## config.mk

```make
export PLATFORM = sky130hd
export DESIGN_NAME = rau_ctrl
export DESIGN_NICKNAME = d
export VERILOG_FILES = /design/src/design/rau_pkg.sv /design/src/design/rau_ctrl.sv
export SDC_FILE = /design/constraint.sdc
export NUM_CORES = 1
export LEC_CHECK = 0
export ABC_AREA = 1
export BUFFER_PORTS_ARGS = -buffer_cell sky130_fd_sc_hd__buf_2
export CAP_MARGIN = 20
export CORE_AREA = 2 2 39 41
export CTS_CLUSTER_DIAMETER = 100
export DETAILED_ROUTE_END_ITERATION = 8
export DIE_AREA = 0 0 41 43
export PLACE_DENSITY_LB_ADDON = 0.25
export SLEW_MARGIN = 25
export SYNTH_ARGS = -nofsm -noshare
export SYNTH_HDL_FRONTEND = slang
export SYNTH_SLANG_ARGS = --single-unit
```

## constraint.sdc

```tcl
create_clock -name clock -period 1.5 [get_ports clock]
set_clock_uncertainty 0.2 [all_clocks]
set_input_delay 0.3 -clock clock [delete_from_list [all_inputs] [get_ports clock]]
set_output_delay 0.3 -clock clock [all_outputs]
set_load 0.01 [all_outputs]
```

## src/design/rau_pkg.sv

```systemverilog
package rau_pkg;

   localparam int WORD_BITS = 32;
   localparam int MW        = WORD_BITS + 1;
   localparam int PW        = 2 * WORD_BITS;
   localparam int CW        = $clog2(PW);

   localparam logic [1:0] KIND_ADD = 2'd0;
   localparam logic [1:0] KIND_SUB = 2'd1;
   localparam logic [1:0] KIND_MUL = 2'd2;
   localparam logic [1:0] KIND_DIV = 2'd3;

   localparam logic [1:0] ST_OK   = 2'd0;
   localparam logic [1:0] ST_DIV0 = 2'd1;
   localparam logic [1:0] ST_OVF  = 2'd2;

   localparam logic [1:0] SP_NONE = 2'd0;
   localparam logic [1:0] SP_DIV0 = 2'd1;
   localparam logic [1:0] SP_ZERO = 2'd2;

   localparam logic [1:0] PH_0 = 2'd0;
   localparam logic [1:0] PH_1 = 2'd1;
   localparam logic [1:0] PH_2 = 2'd2;

   typedef struct packed {
      logic       load;
      logic       mul_en;
      logic [1:0] mul_phase;
      logic       prep;
      logic       gcd_step;
      logic       div_init;
      logic       div_step;
      logic       out_load;
   } cmd_type;

   typedef struct packed {
      logic special;
      logic gcd_done;
      logic div_last;
   } stat_type;

   typedef struct packed {
      logic [31:0] num;
      logic [30:0] den;
      logic        is_zero;
      logic        is_int;
      logic [1:0]  status;
   } res_type;

endpackage

```

## src/design/rau_ctrl.sv

```systemverilog
module rau_ctrl
   import rau_pkg::*;
(
   input  logic     clock,
   input  logic     reset,
   input  logic     in_valid,
   input  logic     out_free,
   input  stat_type stat,
   output logic     in_ready,
   output cmd_type  cmd
);

   localparam logic [2:0] S_IDLE = 3'd0;
   localparam logic [2:0] S_MUL0 = 3'd1;
   localparam logic [2:0] S_MUL1 = 3'd2;
   localparam logic [2:0] S_MUL2 = 3'd3;
   localparam logic [2:0] S_PREP = 3'd4;
   localparam logic [2:0] S_GCD  = 3'd5;
   localparam logic [2:0] S_DIV  = 3'd6;
   localparam logic [2:0] S_FIN  = 3'd7;

   logic [2:0] state_ff, state_in;

   assign in_ready = (state_ff == S_IDLE);

   always_comb begin
      state_in = state_ff;
      cmd      = '0;
      case (state_ff)
         S_IDLE: begin
            if (in_valid) begin
               cmd.load = 1'b1;
               state_in = stat.special ? S_FIN : S_MUL0;
            end
         end
         S_MUL0: begin
            cmd.mul_en    = 1'b1;
            cmd.mul_phase = PH_0;
            state_in      = S_MUL1;
         end
         S_MUL1: begin
            cmd.mul_en    = 1'b1;
            cmd.mul_phase = PH_1;
            state_in      = S_MUL2;
         end
         S_MUL2: begin
            cmd.mul_en    = 1'b1;
            cmd.mul_phase = PH_2;
            state_in      = S_PREP;
         end
         S_PREP: begin
            cmd.prep = 1'b1;
            state_in = S_GCD;
         end
         S_GCD: begin
            if (stat.gcd_done) begin
               cmd.div_init = 1'b1;
               state_in     = S_DIV;
            end else begin
               cmd.gcd_step = 1'b1;
            end
         end
         S_DIV: begin
            cmd.div_step = 1'b1;
            if (stat.div_last) state_in = S_FIN;
         end
         S_FIN: begin
            if (out_free) begin
               cmd.out_load = 1'b1;
               state_in     = S_IDLE;
            end
         end
         default: state_in = S_IDLE;
      endcase
   end

   always_ff @(posedge clock) begin
      if (reset) state_ff <= S_IDLE;
      else       state_ff <= state_in;
   end

endmodule

```

* After elaboration in Yosys (flattened, before gate mapping)
Cells that the tools add are included.
** Storage, ports and cells
- Register bits after elaboration :: 3
- Bits of input ports :: 7
- Logic and storage cells :: 30
** Cells by class
- Equal/unequal tests :: 11
- Muxes and demuxes :: 16
- Reduce and logical (&&, ||, !) cells :: 2
** Operators by type and width (number)
- 3-bit one-hot mux with 8 select lines :: 1
- 3-bit two-way mux :: 5
- 3-bit equality test (second input constant) :: 4
- 3-bit one-hot mux with 3 select lines :: 1
- 1-bit two-way mux :: 8
- 2-bit != test (second input constant) :: 4
- 3-bit by 2-bit equality test with 1-bit output (second input constant) :: 2
- 4-bit AND reduction :: 1
- 3-bit by 1-bit equality test with 1-bit output (second input constant) :: 1
- 3-bit logical NOT :: 1
- 2-bit two-way mux :: 1

* Logic depth before layout (Yosys ltp)
- Depth after elaboration :: 3
- Gate-level depth with buffers :: 9
- Mapped depth without buffers :: 9

* Least setup slack after synthesis
No wires, ideal clock.
- Path kind :: reg2reg
- From :: reg state_ff[0]
- To :: reg state_ff[2]
- Arrival time :: 1174 ps
- Slack :: 17 ps
- Stages on the path, launching flop included :: 9
- Clock period less this slack :: 1483 ps
- Path through :: dfxtp_1 -> inv_1 -> ha_1 -> nand2_2 -> inv_1 -> nor3_1 -> nand3_1 -> nand2_1 -> inv_1
** Between the ends
- Cells in the longest elaborated chain, start to end :: 3
- Elaborated cells on any way between the ends :: 14
- Classes of those cells :: 11 x eq/ne; 1 x mux; 2 x reduce/logical
** RTL lines
- start, declared :: RTL line rau_ctrl.sv:22 : logic [2:0] state_ff, state_in;
- start signal, assigned :: RTL line rau_ctrl.sv:79 : else state_ff <= state_in;
- 3-bit equality test / 3-bit logical NOT (equally long branches) :: RTL line rau_ctrl.sv:29 : case (state_ff)
- 2-bit != test (no source line)
- 4-bit AND reduction (no source line)
Parallel ways exist; a longest one is shown, timed or not.
A chain may end at the register's enable or synchronous reset.

==> out/summary.txt <==
Final Hold Fails = 0
crit path cell chain = inv_4 > ha_4 > inv_2 > nor3_2 > buf_2
crit end category = output port
Worst Reg-to-Reg Cells = 10
Slew headroom = 0.892
Starting Density = 0.307
GPL Wtd Cong = 0.790
Final Non-Filler Cells = 109
clock sinks = 3
commonest non-fill, non-tap cell in the layout = buf_2
Hold WC Path Type = primary input to register
YS warnings = 0
final WL = 1050 um
gr usage total = 0.133
CTS Buffer Depth = 2
syn nets = 76
die area = 1760 sq um
grt peak-use layer = met2
WL/cell = 9.66 um
Die H = 43 um
Unique masters post-synth = 17
type of origin of the critical path = register
Flop pwr share = 0.130
Worst-Margin Slew = 0.160 ns
Placed Cells = 98
nets = 105
layout cells sized above 1 = 0.731
Seq/Total Area, Yosys = 0.142
grt ovf = 0
DRT antenna net count = 0
CP Buf/Inv Count = 3
unrepaired setup endpoints after global routing = yes
Post-route DRC = 0
Avg Inst Size Synth = 6.53 sq um
Setup WS post-layout = -0.117 ns
htree depth = 1
Leak Pwr = 0.453 nW
Levels on crit path = 5
post-detail-place hpwl = 735 um
vias per std cell = 4.36
Crit path required time = 1.00 ns
total power = 1.49 mW
Mapped Cells = 65
Sw Pwr = 0.703 mW
slack of the worst reg-to-reg path = -0.03 ns
Slowest-stage cell, CP = dfxtp_4
critical path capture point = cmd[8]
Seq. cell area = 68.8 sq um
# port buffers = 16
combinational cell fraction of total power = 0.772
GRT met1 Usage = 0.128
CP Max Fanout = 4
Critical Path Source = state_ff[0]
R2R Path End = state_ff[1]
pwr/cell area = 1890 nW/um^2
Crit Reg-Reg Startpoint = state_ff[0]
CTS Buf Count = 3
CP Data Arrival Time = 1.12 ns
Finished Cell Area = 788 sq um
status = finished with violations
Max-Cap Viols = 0
internal power = 0.785 mW
Clock Power Share = 0.097
n_diodes = 0
FP Rows = 14
Initial DRC Count = 7
Synth Register Bits = 3
Max Clk Rate = 619 MHz
Worst-path clk slew = 0.04 ns
Fill cells = 121
largest net degree at the start of global routing = 10
final setup violating endpoints = 12
first-pass GRT wire length = 1590 um
Hold Path Origin = reset
CTS tree = built
Final Critical Period = 1.62 ns
leading registers by flop count = state_ff x3
CTS Hold Bufs = 0
cell area after synthesis = 424 sq um
delay-heaviest family, CP = flip-flops
worst skew pair latency = 0.24 ns
initial antenna violation count = 0
Sw Share = 0.473
Die Width = 41 um
Slew Limit Fails = 0
max FFs per register = 3
Placed Area = 541 sq um
root buf cell = clkbuf_4
M2 GR Usage = 0.244
core area = 1380 sq um
final period utilization = 1.08
worst-case hold slack = 0.150 ns
Layout area overhead = 85.8%
Multi-input gate area = 388 sq um
Detailed Routing Iterations Pass 1 = 4
via count = 475
most frequent cells in the layout = buf_2 (11), inv_1 (9), buf_6 (8)
register with the most flip-flops = state_ff
Critical Path Max Stage Delay = 0.37 ns
VDD IR-drop max = 0.670 mV
M3 GR Usage = 0.0628
Setup Crit Path Kind = register to output port
vias in the first global route = 435
failing checks = negative setup slack
I/O pin total = 17
-- cells by family (layout without fill, tap and decap cells) --
kind of cell / count (synthesis) / count (layout) / synth area share
flops: 3 / 3 / 0.142
buf+inv: 19 / 47 / 0.198
compound gates: 4 / 4 / 0.0560
simple gates: 35 / 35 / 0.487
fa+ha+maj: 4 / 4 / 0.118
-- power groups by stage --
| stage | clock network (mW) | registers (mW) | logic (mW) |
|---|---|---|---|
| after detailed placement | 0 | 0.147 | 0.810 |
| after CTS | 0.153 | 0.194 | 1.07 |
| after global routing | 0.163 | 0.201 | 1.26 |
| after floorplan | 0 | 0.137 | 0.608 |
| after global placement | 0 | 0.146 | 0.804 |
| final | 0.145 | 0.194 | 1.15 |
-- repair_timing --
item	4_1_cts	5_1_grt
pin swaps	15	8
resized for setup	32	13
endpoints found under the setup margin	13	13
setup buffers	6	1
-- synthesized netlist by cell type --
master | n | area share
inv_1 | 16 | 0.14
nor2_1 | 8 | 0.071
nand2_1 | 7 | 0.062
nand2_2 | 7 | 0.10
ha_1 | 4 | 0.12
nand3_1 | 4 | 0.047
dfxtp_1 | 3 | 0.14
nor2_4 | 3 | 0.080
nand2_4 | 2 | 0.053
nand3_2 | 2 | 0.047
nor3_1 | 2 | 0.024
o21ai_0 | 2 | 0.024
a21oi_1 | 1 | 0.012
buf_6 | 1 | 0.027
inv_2 | 1 | 0.0088
inv_6 | 1 | 0.021
o21ai_2 | 1 | 0.021
-- through the flow --
step                      utilization  setup TNS (ns)  worst slack, ns
final                           0.570          -0.821           -0.117
after CTS                       0.532          -0.883           -0.118
after floorplan                     -               0           0.0172
after detailed placement        0.391          -0.251          -0.0924
after global routing            0.570           -1.70           -0.171
after global placement          0.391          -0.168          -0.0934
-- worst min path at each step --
stage | end | slack [ns] | depth (start not counted)
after CTS | state_ff[0] | 0.13 | 4
after floorplan | state_ff[0] | 0.28 | 3
final | state_ff[0] | 0.15 | 4
after global routing | state_ff[0] | 0.15 | 4
after global placement | state_ff[1] | 0.38 | 2
after detailed placement | state_ff[0] | 0.38 | 2
-- cell type report --
type,instances,area share
Clock buffer,4,0.0333
Inverter,18,0.105
Multi-Input combinational cell,43,0.492
Sequential cell,3,0.0873
Tap cell,16,0.0254
Timing Repair Buffer,25,0.257
-- layer usage --
metal | part of all wire | routed length (um)
met5 | 0 | 0
met4 | 0 | 0
met3 | 0.049 | 52
met2 | 0.57 | 599
met1 | 0.38 | 401
-- worst register-to-register path, cell delays in order, from the launching register on --
cell and delay [ns]:
dfxtp_4 0.39, inv_4 0.06, ha_4 0.17, nand2_4 0.06, buf_4 0.10, nand2_2 0.07
nor2_4 0.12, nand3_2 0.11, nand2_2 0.08, nor2_1 0.04, nor2_1 0.07
(Power assumes the default switching activity.)
